[config.mk]
export PLATFORM = sky130hd
export DESIGN_NAME = rstam_seq
export DESIGN_NICKNAME = d
export VERILOG_FILES = /design/src/hw/rtl/rstam_pkg.sv /design/src/hw/rtl/rstam_seq.sv
export SDC_FILE = /design/constraint.sdc
export NUM_CORES = 1
export LEC_CHECK = 0
export CAP_MARGIN = 20
export CORE_MARGIN = 4
export CORE_UTILIZATION = 40
export CTS_CLUSTER_DIAMETER = 100
export CTS_CLUSTER_SIZE = 20
export DETAILED_ROUTE_END_ITERATION = 8
export DONT_BUFFER_PORTS = 1
export PLACE_DENSITY_LB_ADDON = 0.08
export SKIP_CTS_REPAIR_TIMING = 1
export SLEW_MARGIN = 25
export SYNTH_ARGS = -nofsm -noshare
export SYNTH_HDL_FRONTEND = slang
export SYNTH_SLANG_ARGS = --single-unit
[constraint.sdc]
create_clock -name clk -period 5.9 [get_ports clk]
set_input_delay 0.59 -clock clk [delete_from_list [all_inputs] [get_ports clk]]
set_output_delay 0.59 -clock clk [all_outputs]
set_load 0.02 [all_outputs]
[src/hw/rtl/rstam_pkg.sv]
package rstam_pkg;

  localparam int IDX_W   = 10;
  localparam int LEAVES  = 1 << IDX_W;
  localparam int NODE_W  = IDX_W + 1;
  localparam int NODES   = 2 * LEAVES;
  localparam int LKEY_W  = IDX_W + 2;
  localparam int RKEY_W  = IDX_W + 1;
  localparam int RANGE_W = 12;

  // Left key of an empty node: above any real position minus radius.
  localparam logic signed [LKEY_W-1:0] LKEY_SENTINEL = LKEY_W'(LEAVES);

  localparam logic MODE_WRITE = 1'b0;
  localparam logic MODE_QUERY = 1'b1;

  typedef logic [3:0] op_t;
  typedef logic [1:0] sel_t;
  typedef logic [2:0] cond_t;
  typedef logic [4:0] step_t;

  localparam op_t OP_NOP     = 4'd0;
  localparam op_t OP_RAD_WR  = 4'd1;
  localparam op_t OP_TREE_RD = 4'd2;
  localparam op_t OP_RAD_RD  = 4'd3;
  localparam op_t OP_WR_CMP  = 4'd4;
  localparam op_t OP_Q_INIT  = 4'd5;
  localparam op_t OP_Q_SEED  = 4'd6;
  localparam op_t OP_Q_CMP   = 4'd7;
  localparam op_t OP_ADV     = 4'd8;
  localparam op_t OP_FIN     = 4'd9;

  localparam sel_t SEL_NODE = 2'd0;
  localparam sel_t SEL_I    = 2'd1;
  localparam sel_t SEL_J    = 2'd2;

  localparam cond_t C_NEXT     = 3'd0;
  localparam cond_t C_ALWAYS   = 3'd1;
  localparam cond_t C_POS_ZERO = 3'd2;
  localparam cond_t C_NOT_ROOT = 3'd3;
  localparam cond_t C_EMPTY    = 3'd4;
  localparam cond_t C_I_GT_J   = 3'd5;
  localparam cond_t C_I_EVEN   = 3'd6;
  localparam cond_t C_J_ODD    = 3'd7;

  localparam step_t STEP_W_START = 5'd0;
  localparam step_t STEP_W_RD    = 5'd1;
  localparam step_t STEP_W_RR    = 5'd2;
  localparam step_t STEP_W_CMP   = 5'd3;
  localparam step_t STEP_W_END   = 5'd4;
  localparam step_t STEP_Q_START = 5'd5;
  localparam step_t STEP_Q_SEED  = 5'd6;
  localparam step_t STEP_Q_CHK   = 5'd7;
  localparam step_t STEP_Q_CHI   = 5'd8;
  localparam step_t STEP_Q_IRD   = 5'd9;
  localparam step_t STEP_Q_IRR   = 5'd10;
  localparam step_t STEP_Q_ICMP  = 5'd11;
  localparam step_t STEP_Q_CHJ   = 5'd12;
  localparam step_t STEP_Q_JRD   = 5'd13;
  localparam step_t STEP_Q_JRR   = 5'd14;
  localparam step_t STEP_Q_JCMP  = 5'd15;
  localparam step_t STEP_Q_ADV   = 5'd16;
  localparam step_t STEP_FIN     = 5'd17;

  typedef struct packed {
    op_t   op;
    sel_t  sel;
    cond_t cond;
    step_t target;
  } ctrl_t;

  typedef struct packed {
    logic pos_zero;
    logic empty;
    logic not_root;
    logic i_gt_j;
    logic i_even;
    logic j_odd;
  } flags_t;

  function automatic ctrl_t cw(op_t op, sel_t sel, cond_t cond, step_t target);
    ctrl_t c;
    c.op     = op;
    c.sel    = sel;
    c.cond   = cond;
    c.target = target;
    return c;
  endfunction

  // Microprogram. Each tree visit is three steps: read both trees, read the
  // radii of the two indices found, then compare and update.
  function automatic ctrl_t ucode(step_t step);
    ctrl_t c;
    case (step)
      STEP_W_START: c = cw(OP_RAD_WR,  SEL_NODE, C_POS_ZERO, STEP_FIN);
      STEP_W_RD:    c = cw(OP_TREE_RD, SEL_NODE, C_NEXT,     STEP_FIN);
      STEP_W_RR:    c = cw(OP_RAD_RD,  SEL_NODE, C_NEXT,     STEP_FIN);
      STEP_W_CMP:   c = cw(OP_WR_CMP,  SEL_NODE, C_NOT_ROOT, STEP_W_RD);
      STEP_W_END:   c = cw(OP_NOP,     SEL_NODE, C_ALWAYS,   STEP_FIN);
      STEP_Q_START: c = cw(OP_Q_INIT,  SEL_NODE, C_EMPTY,    STEP_FIN);
      STEP_Q_SEED:  c = cw(OP_Q_SEED,  SEL_NODE, C_NEXT,     STEP_FIN);
      STEP_Q_CHK:   c = cw(OP_NOP,     SEL_NODE, C_I_GT_J,   STEP_FIN);
      STEP_Q_CHI:   c = cw(OP_NOP,     SEL_I,    C_I_EVEN,   STEP_Q_CHJ);
      STEP_Q_IRD:   c = cw(OP_TREE_RD, SEL_I,    C_NEXT,     STEP_FIN);
      STEP_Q_IRR:   c = cw(OP_RAD_RD,  SEL_I,    C_NEXT,     STEP_FIN);
      STEP_Q_ICMP:  c = cw(OP_Q_CMP,   SEL_I,    C_NEXT,     STEP_FIN);
      STEP_Q_CHJ:   c = cw(OP_NOP,     SEL_J,    C_J_ODD,    STEP_Q_ADV);
      STEP_Q_JRD:   c = cw(OP_TREE_RD, SEL_J,    C_NEXT,     STEP_FIN);
      STEP_Q_JRR:   c = cw(OP_RAD_RD,  SEL_J,    C_NEXT,     STEP_FIN);
      STEP_Q_JCMP:  c = cw(OP_Q_CMP,   SEL_J,    C_NEXT,     STEP_FIN);
      STEP_Q_ADV:   c = cw(OP_ADV,     SEL_NODE, C_ALWAYS,   STEP_Q_CHK);
      default:      c = cw(OP_FIN,     SEL_NODE, C_NEXT,     STEP_FIN);
    endcase
    return c;
  endfunction

endpackage

[src/hw/rtl/rstam_seq.sv]
module rstam_seq (
  input  logic                clk,
  input  logic                rst_n,
  input  logic                load,
  input  rstam_pkg::step_t    entry,
  input  logic                adv,
  input  rstam_pkg::flags_t   flags,
  output rstam_pkg::ctrl_t    ctrl
);

  rstam_pkg::step_t step_r, step_nxt;
  logic             taken;

  assign ctrl = rstam_pkg::ucode(step_r);

  always_comb begin
    case (ctrl.cond)
      rstam_pkg::C_NEXT:     taken = 1'b0;
      rstam_pkg::C_ALWAYS:   taken = 1'b1;
      rstam_pkg::C_POS_ZERO: taken = flags.pos_zero;
      rstam_pkg::C_NOT_ROOT: taken = flags.not_root;
      rstam_pkg::C_EMPTY:    taken = flags.empty;
      rstam_pkg::C_I_GT_J:   taken = flags.i_gt_j;
      rstam_pkg::C_I_EVEN:   taken = flags.i_even;
      rstam_pkg::C_J_ODD:    taken = flags.j_odd;
      default:               taken = 1'b0;
    endcase
  end

  always_comb begin
    step_nxt = step_r;
    if (load) begin
      step_nxt = entry;
    end else if (adv) begin
      step_nxt = taken ? ctrl.target : step_r + 5'd1;
    end
  end

  always_ff @(posedge clk) begin
    if (!rst_n) begin
      step_r <= rstam_pkg::STEP_FIN;
    end else begin
      step_r <= step_nxt;
    end
  end

endmodule

==> results of run 1 <==
==> final cells by class <==
class / count / area [um2]
fillers: 266 / 1410
multi-input cells: 81 / 689
flip-flops and latches: 19 / 380
inverters: 11 / 41.3
well taps: 30 / 37.5
clock buffers: 3 / 22.5
clock inverters: 1 / 5.00
==> cell usage in the layout, fill, tap and decap left out, types with 2 or more instances in the layout <==
cell	netlist	layout
a211o_1	2	2
a21oi_1	3	3
a2bb2oi_1	2	2
a31oi_1	2	2
and2_1	2	2
clkbuf_4	0	3
dfxtp_1	19	19
ha_1	6	6
inv_1	10	10
mux2_1	2	2
mux2_2	2	2
mux2i_1	2	2
nand2_1	6	6
nand2_4	2	2
nand2b_1	2	2
nand3_1	3	3
nor2_1	5	5
nor3_1	4	4
nor4b_1	2	2
o21ai_0	2	2
o21ai_1	2	2
xnor2_1	3	3
==> registers in the layout (all words and copies together) (netlist names) <==
| name | flops |
|---|---|
| step_r | 5 |
| ctrl | 14 |
==> cell families (layout without fill, tap and decap cells) <==
logic type               after synthesis  in the layout
multiplexers                           7              7
AND/OR/NAND/NOR                       35             35
XOR/XNOR                               3              3
flip-flops                            19             19
adder cells (fa/ha/maj)                6              6
AO/OA/AOI/OAI                         30             30
buffers and inverters                 15             15
==> metal layers <==
layer,track usage (%),vias up,part of all wire (%)
li1,-,417,-
met1,18.0,392,47
met2,21.3,21,46
met3,3.56,4,5.0
met4,4.64,0,1.1
met5,0,-,0
==> cells in the mapped netlist, types with 2 or more instances <==
master	n	area, um2
nor2_1	5	18.8
nand2_1	6	22.5
mux2_2	2	22.5
a21oi_1	3	15.0
ha_1	6	75.1
and2_1	2	12.5
xnor2_1	3	26.3
mux2_1	2	22.5
nand2b_1	2	12.5
mux2i_1	2	20.0
o21ai_0	2	10.0
nand3_1	3	15.0
o21ai_1	2	10.0
a2bb2oi_1	2	17.5
clkbuf_1	2	7.51
a31oi_1	2	12.5
nor3_1	4	20.0
nor4b_1	2	17.5
a211o_1	2	17.5
inv_1	10	37.5
dfxtp_1	19	380
buf_2	2	10.0
nand2_4	2	22.5
==> power breakdown <==
part / switching, W / internal, W / leakage [nW]
Combinational: 0.0000569 / 0.0000459 / 0.302
Sequential: 0.0000231 / 0.000141 / 0.156
Clock: 0.0000403 / 0.0000252 / 0.0177
==> per-stage QoR <==
stage	std cells	total power (W)	area [um2]	setup slack [ns]
2_1_floorplan	115	0.000253	1130	3.07
3_3_place_gp	141	0.000270	1150	2.89
3_5_place_dp	141	0.000270	1150	2.87
4_1_cts	145	0.000335	1180	2.85
5_1_grt	145	0.000355	1180	2.55
6_report	145	0.000333	1180	2.82
==> path summary, 6_finish.rpt <==
| kind | startpoint | endpoint | slack, ns | cells after the start |
|---|---|---|---|---|
| hold / removal | rst_n | step_r[0] | 0.36 | 1 |
| setup reg to reg | ctrl[5] | ctrl[3] | 2.82 | 10 |
| setup / recovery | ctrl[5] | ctrl[3] | 2.82 | 10 |
| hold reg to reg | step_r[4] | step_r[4] | 0.74 | 3 |
==> qor.yml, run 1 <==
setup_path:
  slowest_stage: "dfxtp_1"
  cp_top_family: "simple AND/OR/NAND/NOR gates"
  path_common_cell: "inv_1"
  path_buf_inv: 2
  slowest_delay_ns: 0.60
  cp.arrival_ns: 3.31
  crit_required_ns: 6.14
  start_kind: "register"
  cp_max_fo: 6
  critPathCaptureType: "register"
  crit_chain: "and4bb_4 -> a311oi_4 -> a21oi_1 -> a311oi_1 -> nand2_1 -> inv_1 -> ha_1 -> inv_1 -> or3_4 -> nor2_2"
  path_class: "register to register"
finish:
  layout-drive-gt1-share_pct: 17.4
  area_delta_synth_final_pct: 4.21
  finish.utilization_pct: 45.4
  n_antenna_cell: 0
  nets: 137
cts:
  h-tree-depth: 1
  clk_latency_ns: 0.29
  cts.path.max_buffers: 2
  root_buffer: "clkbuf_4"
  cts_tree: "built"
  cts.sinks: 19
  cts_buffers: 3
  clkTransAtPathRegs_ns: 0.11
route:
  dr.pass1.iters: 4
  route.vias.total: 834
  ant_nets: 0
  vias_per_cell: 5.75
  wirelength_um: 2400
  drc: 0
  wl_per_cell_um: 16.6
  first_iter_violations: 44
timing:
  fin_worst_skew_ns: 0.00150
  setup_tns_ns: 0
  post-route-period-util_pct: 52.1
  rsz0062_at_grt: "false"
  finalSetupViolCount: 0
  clock.fmax_mhz: 325
  hold_violations: 0
  maxSlewHeadroom_pct: 54.8
  min_period_ns: 3.08
  slew_violations: 0
  tightest_slew_ns: 0.679
  hold_slack_ns: 0.357
logic_synthesis:
  synthMuxAreaShare_pct: 7.76
  postSynthCellCount: 115
  synth-async-reset-ratio_pct: 0
  synth.yosys.seq_area_share_pct: 33.7
  yosys.area_share.simple_pct: 19.7
  yosys_register_bits: 19
  synth_compound_area_share_pct: 24.6
  synth-xor-area-share_pct: 2.33
  synth_warnings: 0
  syn-num-nets: 136
  synth-main-ff-cell: "dfxtp_1"
  yosys.area_share.adder_pct: 6.65
  synthDistinctLibCells: 51
  avgSynthCellArea_um2: 9.81
  synth_edf_count: 0
  synth_top_family_by_area: "compound AO/OA/AOI/OAI gates"
  syn_area_mm2: 0.00113
job:
  max_cap_violations: 0
floorplan:
  fp-row-count: 18
  die_area_mm2: 0.00374
  dieWidth_um: 61.1
  fp.coreArea_mm2: 0.00259
  io_pins: 29
  start_util_pct: 43.6
  die_h_um: 61.1
placement:
  gp_congestion: 0.799
  port_buffers: 0
  dp_hpwl_um: 1870
grt:
  grt_pass1_vias: 809
  grt-ovfl-total: 0
  antenna_found_initial: 0
  grt_start_max_net_pins: 17
  grt_pass1_wl_um: 3730
  grt.total_usage_pct: 13.6
power_and_ir_drop:
  p_per_area_mw_per_mm2: 283
  p_leak_nw: 0.476
  worst_ir_drop_vdd_mv: 0.136
hold_path:
  hp-class: "primary input to register"
outcome:
  status: "finished clean"
Note: power is estimated with default switching activity, not from simulation.
==> run 2: changes to the inputs <==
==> constraint.sdc (replaced) <==
create_clock -name clk -period 2.7 [get_ports clk]
set_input_delay 0.27 -clock clk [delete_from_list [all_inputs] [get_ports clk]]
set_output_delay 0.27 -clock clk [all_outputs]
set_load 0.02 [all_outputs]
==> run 2 against run 1 <==
  * Fmax increased by 20%
  * Core utilization increased by 4.5 points
  * Register-to-register slack got worse by 2.7 ns
  * Total power increased by 130%
  * Combinational power increased to 2.7 times the previous value
  * Sequential share of layout area decreased by 2.4 points
  * Sequential power increased by 110%
  * Critical endpoint is now ctrl[5]
==> qor.yml, run 2 (same netlist as run 1, synthesis figures left out) <==
outcome:
  status: "finished clean"  # unchanged
finish:
  largest_reg_flops: 14  # unchanged
  nets: 147  # was 137
  multi_input_area_um2: 724  # was 689 um2
  area_delta_synth_final_pct: 14.5  # was 4.21%
  fill_cells: 242  # was 266
  layout_common_cells: "dfxtp_1 (16), inv_1 (10), buf_4 (10)"  # was dfxtp_1 (19), inv_1 (10), nand2_1 (6), ha_1 (6), nor2_1 (5)
  layout-drive-gt1-share_pct: 30.4  # was 17.4%
  n_antenna_cell: 0  # unchanged
  layout_commonest_cell: "dfxtp_1"  # unchanged
  seq_area_um2: 387  # was 380 um2
grt:
  grt-ovfl-total: 0  # unchanged
  grt_start_max_net_pins: 17  # unchanged
  grt_pass1_vias: 881  # was 809
  grt_pass1_wl_um: 3930  # was 3730 um
  grt.total_usage_pct: 14.2  # was 13.6%
  antenna_found_initial: 0  # unchanged
placement:
  port_buffers: 0  # unchanged
  gp_congestion: 0.878  # was 0.799
timing:
  clock.fmax_mhz: 390  # was 325 MHz
  fin_worst_skew_ns: 0.0110  # was 0.00150 ns
  slew_violations: 0  # unchanged
  tightest_slew_ns: 0.537  # was 0.679 ns
  post-route-period-util_pct: 95.0  # was 52.1%
  min_period_ns: 2.56  # was 3.08 ns
  rsz0062_at_grt: "false"  # unchanged
  setup_tns_ns: 0  # unchanged
  finalSetupViolCount: 0  # unchanged
  maxSlewHeadroom_pct: 64.2  # was 54.8%
  hold_violations: 0  # unchanged
hold_path:
  hold_depth: 1  # unchanged
  hp-class: "primary input to register"  # unchanged
  hp-start: "rst_n"  # unchanged
  hold_end: "step_r[0]"  # unchanged
power_and_ir_drop:
  worst_ir_drop_vdd_mv: 0.333  # was 0.136 mV
  power.switching_w: 0.000272  # was 0.000120 W
  p_int_w: 0.000495  # was 0.000212 W
  p_per_area_mw_per_mm2: 593  # was 283 mW/mm2
  p_comb_share_pct: 35.9  # was 30.9%
  clockPowerShare_pct: 18.3  # was 19.7%
  p_leak_nw: 0.530  # was 0.476 nW
  p_total_w: 0.000767  # was 0.000333 W
  swShare_pct: 35.5  # was 36.2%
  p_seq_share_pct: 45.9  # was 49.4%
cts:
  clkTransAtPathRegs_ns: 0.11  # about the same
  cts.path.max_buffers: 2  # unchanged
  cts_tree: "built"  # unchanged
  clk_latency_ns: 0.30  # was 0.29 ns
  cts.sinks: 19  # unchanged
  h-tree-depth: 1  # unchanged
  cts_buffers: 3  # unchanged
  root_buffer: "clkbuf_4"  # unchanged
route:
  wl_per_cell_um: 15.8  # was 16.6 um
  first_iter_violations: 69  # was 44
  drc: 0  # unchanged
  vias_per_cell: 5.57  # was 5.75
  dr.pass1.iters: 4  # unchanged
  wirelength_um: 2440  # was 2400 um
  ant_nets: 0  # unchanged
  route.vias.total: 864  # was 834
floorplan:
  die_area_mm2: 0.00374  # unchanged
  fp-row-count: 18  # unchanged
  start_util_pct: 43.6  # unchanged
  dieWidth_um: 61.1  # unchanged
  io_pins: 29  # unchanged
  die_h_um: 61.1  # unchanged
  fp.coreArea_mm2: 0.00259  # unchanged
setup_path:
  crit_required_ns: 2.87  # was 6.14 ns
  r2r-start: "ctrl[7]"  # was ctrl[5]
  reg2reg_depth: 11  # was 10
  worstReg2RegEnd: "ctrl[5]"  # was ctrl[3]
  reg2reg_slack_ns: 0.14  # was 2.82 ns
  start_kind: "register"  # unchanged
  cp.arrival_ns: 2.74  # was 3.31 ns
  cp_max_fo: 5  # was 6
  path_class: "register to register"  # unchanged
  critPathCaptureType: "register"  # unchanged
job:
  max_cap_violations: 0  # unchanged
-- run 2: changes by cell type in the layout (fill, tap and decap cells not counted), sizes merged --
cell  before  now
buf        0   10
-- run 2: per-stage QoR --
step,instance area (um2),cells,utilization (%),hold slack [ns],worst slack (ns)
floorplan,1130,115,-,0.528,0.0315
global placement,1230,151,47.4,0.335,0.0675
detailed placement,1230,151,47.4,0.337,0.0620
CTS,1250,155,48.5,0.0207,0.0320
global route,1290,155,49.9,0.0107,0.00141
finish,1290,155,49.9,0.0303,0.135
-- run 2: cell type report --
cell class	instances	share of cell area (%)
repair buffers	10	5.81
flip-flops and latches	19	29.9
clock buffers	3	1.74
well taps	30	2.90
inverters	11	3.19
multi-input cells	81	56.1
clock inverters	1	0.387
-- run 2: worst max path at each step --
stage	startpoint	endpoint	slack, ns
2_1_floorplan	ctrl[6]	ctrl[5]	0.03
4_1_cts	ctrl[6]	ctrl[5]	0.03
3_5_place_dp	ctrl[6]	ctrl[5]	0.06
3_3_place_gp	ctrl[7]	ctrl[5]	0.07
5_1_grt	ctrl[6]	ctrl[5]	0.001
6_report	ctrl[7]	ctrl[5]	0.14
-- run 2: per-layer routing --
| metal | GRT usage, % | vias up | wire length, um | part of all wire, % |
|---|---|---|---|---|
| li1 | - | 440 | - | - |
| met1 | 18.0 | 401 | 1110 | 46 |
| met2 | 23.9 | 19 | 1190 | 49 |
| met3 | 2.10 | 4 | 109 | 4.5 |
| met4 | 5.88 | 0 | 29 | 1.2 |
| met5 | 0 | - | 0 | 0 |
-- run 2: power by group through the flow --
stage          sequential [W]  clock (W)  combinational [W]
2_1_floorplan        0.000359          0           0.000195
3_3_place_gp         0.000359          0           0.000261
3_5_place_dp         0.000358          0           0.000264
4_1_cts              0.000352   0.000146           0.000266
5_1_grt              0.000356   0.000160           0.000302
6_report             0.000352   0.000140           0.000275
-- run 2: critical path, stage by stage (launching register included) --
cell and delay (ns):
dfxtp_4 0.38, and4bb_4 0.23, a311oi_4 0.34, nand2_4 0.09, mux2i_1 0.13, a31oi_1 0.22
and2_4 0.19, inv_1 0.08, ha_4 0.26, mux2_1 0.28, a22oi_1 0.16, o21ai_1 0.08
==> run 3: changes to the inputs <==
--- a/config.mk
+++ b/config.mk
@@ -8,6 +8,7 @@
 export CAP_MARGIN = 20
 export CORE_MARGIN = 4
 export CORE_UTILIZATION = 40
+export CTS_BUF_LIST = sky130_fd_sc_hd__clkbuf_8
 export CTS_CLUSTER_DIAMETER = 100
 export CTS_CLUSTER_SIZE = 20
 export DETAILED_ROUTE_END_ITERATION = 8
==> constraint.sdc (replaced) <==
create_clock -name clk -period 2.75 [get_ports clk]
set_input_delay 0.275 -clock clk [delete_from_list [all_inputs] [get_ports clk]]
set_output_delay 0.275 -clock clk [all_outputs]
set_load 0.02 [all_outputs]
==> run 3 against run 2 <==
  * Non-clock buffer count up 3
  * Clock power increased by 41%
  * Design area up 3.1%
  * Setup slack worse by 0.029 ns
  * Critical endpoint unchanged
  * Largest power group unchanged
==> qor.yml, run 3 (same netlist as run 1, synthesis figures left out) <==
finish:
  area_delta_synth_final_pct: 18.1  # was 14.5%
  layout_commonest_cell: "dfxtp_1"  # unchanged
  instances_no_fill: 158  # was 155
  final_area_mm2: 0.00133  # was 0.00129 mm2
  finish.utilization_pct: 51.4  # was 49.9%
  multi_input_area_um2: 718  # was 724 um2
  fill_cells: 248  # was 242
  seq_area_um2: 389  # was 387 um2
  nets: 150  # was 147
  layout_common_cells: "dfxtp_1 (16), buf_4 (13), inv_1 (10)"  # was dfxtp_1 (16), inv_1 (10), buf_4 (10)
  layout-drive-gt1-share_pct: 30.5  # was 30.4%
  n_antenna_cell: 0  # unchanged
  largest_reg_flops: 14  # unchanged
cts:
  h-tree-depth: 1  # unchanged
  cts_tree: "built"  # unchanged
  clkTransAtPathRegs_ns: 0.07  # was 0.11 ns
  cts.path.max_buffers: 2  # unchanged
  cts.sinks: 19  # unchanged
  clk_latency_ns: 0.25  # was 0.30 ns
  root_buffer: "clkbuf_8"  # was clkbuf_4
  cts_buffers: 3  # unchanged
grt:
  grt-ovfl-total: 0  # unchanged
  antenna_found_initial: 0  # unchanged
  grt_pass1_wl_um: 3950  # was 3930 um
  grt_start_max_net_pins: 17  # unchanged
  grt.total_usage_pct: 14.2  # about the same
  grt_pass1_vias: 873  # was 881
timing:
  finalSetupViolCount: 0  # unchanged
  slew_violations: 0  # unchanged
  clock.fmax_mhz: 378  # was 390 MHz
  hold_violations: 0  # unchanged
  fin_worst_skew_ns: 0.00281  # was 0.0110 ns
  min_period_ns: 2.64  # was 2.56 ns
  maxSlewHeadroom_pct: 73.4  # was 64.2%
  post-route-period-util_pct: 96.1  # was 95.0%
  tightest_slew_ns: 0.399  # was 0.537 ns
  rsz0062_at_grt: "true"  # was false
  worst_slack_ns: 0.106  # was 0.135 ns
job:
  max_cap_violations: 0  # unchanged
outcome:
  status: "finished clean"  # unchanged
hold_path:
  hp-class: "primary input to register"  # unchanged
  hp-start: "rst_n"  # unchanged
placement:
  placed_area_mm2: 0.00123  # unchanged
  pre_cts_ws_ns: 0.00206  # was 0.0620 ns
  dp_hpwl_um: 1920
  gp_congestion: 0.885  # was 0.878
  port_buffers: 0  # unchanged
  dp_cells: 151  # unchanged
setup_path:
  cp.arrival_ns: 2.78  # was 2.74 ns
  cp_max_fo: 5  # unchanged
  start_kind: "register"  # unchanged
  setup.worst_path.start: "ctrl[6]"  # was ctrl[7]
  path_class: "register to register"  # unchanged
  crit_required_ns: 2.89  # was 2.87 ns
  critPathCaptureType: "register"  # unchanged
  r2r-start: "ctrl[6]"  # was ctrl[7]
power_and_ir_drop:
  worst_ir_drop_vdd_mv: 0.367  # was 0.333 mV
  p_total_w: 0.000815  # was 0.000767 W
  p_per_area_mw_per_mm2: 611  # was 593 mW/mm2
  p_leak_nw: 0.546  # was 0.530 nW
route:
  vias_per_cell: 5.51  # was 5.57
  dr.pass1.iters: 4  # unchanged
  wirelength_um: 2490  # was 2440 um
  drc: 0  # unchanged
  ant_nets: 0  # unchanged
  wl_per_cell_um: 15.7  # was 15.8 um
  first_iter_violations: 27  # was 69
  route.vias.total: 870  # was 864
floorplan:
  fp-row-count: 18  # unchanged
  die_area_mm2: 0.00374  # unchanged
  dieWidth_um: 61.1  # unchanged
  start_util_pct: 43.6  # unchanged
  io_pins: 29  # unchanged
  fp.coreArea_mm2: 0.00259  # unchanged
  die_h_um: 61.1  # unchanged
-- run 3: cell type report --
| type | count | area share (%) |
|---|---|---|
| clock inverters | 1 | 0.563 |
| clock buffers | 3 | 3.10 |
| inverters | 11 | 3.10 |
| flip-flops and latches | 19 | 29.2 |
| multi-input cells | 81 | 53.9 |
| well taps | 30 | 2.82 |
| repair buffers | 13 | 7.32 |
-- run 3: worst paths after layout --
| kind | to | slack, ns | depth (start not counted) |
|---|---|---|---|
| max | ctrl[5] | 0.11 | 11 |
| min | step_r[0] | 0.08 | 1 |
| max reg2reg | ctrl[5] | 0.11 | 11 |
| min reg2reg | step_r[4] | 0.75 | 3 |
-- run 3: metrics by stage --
step	hold WS (ns)	TNS [ns]
floorplan	0.533	0
global placement	0.341	0
detailed placement	0.342	0
CTS	0.0757	-0.0226
global route	0.0706	-0.0459
finish	0.0799	0
-- run 3: where the power goes --
group,internal (W),switching [W],leakage [nW]
Sequential,0.000303,0.0000438,0.158
Combinational,0.000130,0.000140,0.367
Clock,0.000102,0.0000947,0.0217
-- run 3: metal layers --
layer | share of wire (%) | GRT usage (%) | up-vias
li1 | - | - | 445
met1 | 47 | 18.8 | 403
met2 | 46 | 22.5 | 18
met3 | 5.7 | 3.14 | 4
met4 | 0.92 | 4.95 | 0
met5 | 0 | 0 | -
-- run 3: worst max-delay path: stages, from the launching register on --
cell and delay, ns:
dfxtp_4 0.38, and4bb_4 0.21, a311oi_4 0.41, nand2_4 0.09, mux2i_1 0.12, a31oi_1 0.22
and2_1 0.20, inv_1 0.09, ha_4 0.25, mux2_1 0.30, a22oi_2 0.16, o21ai_1 0.08
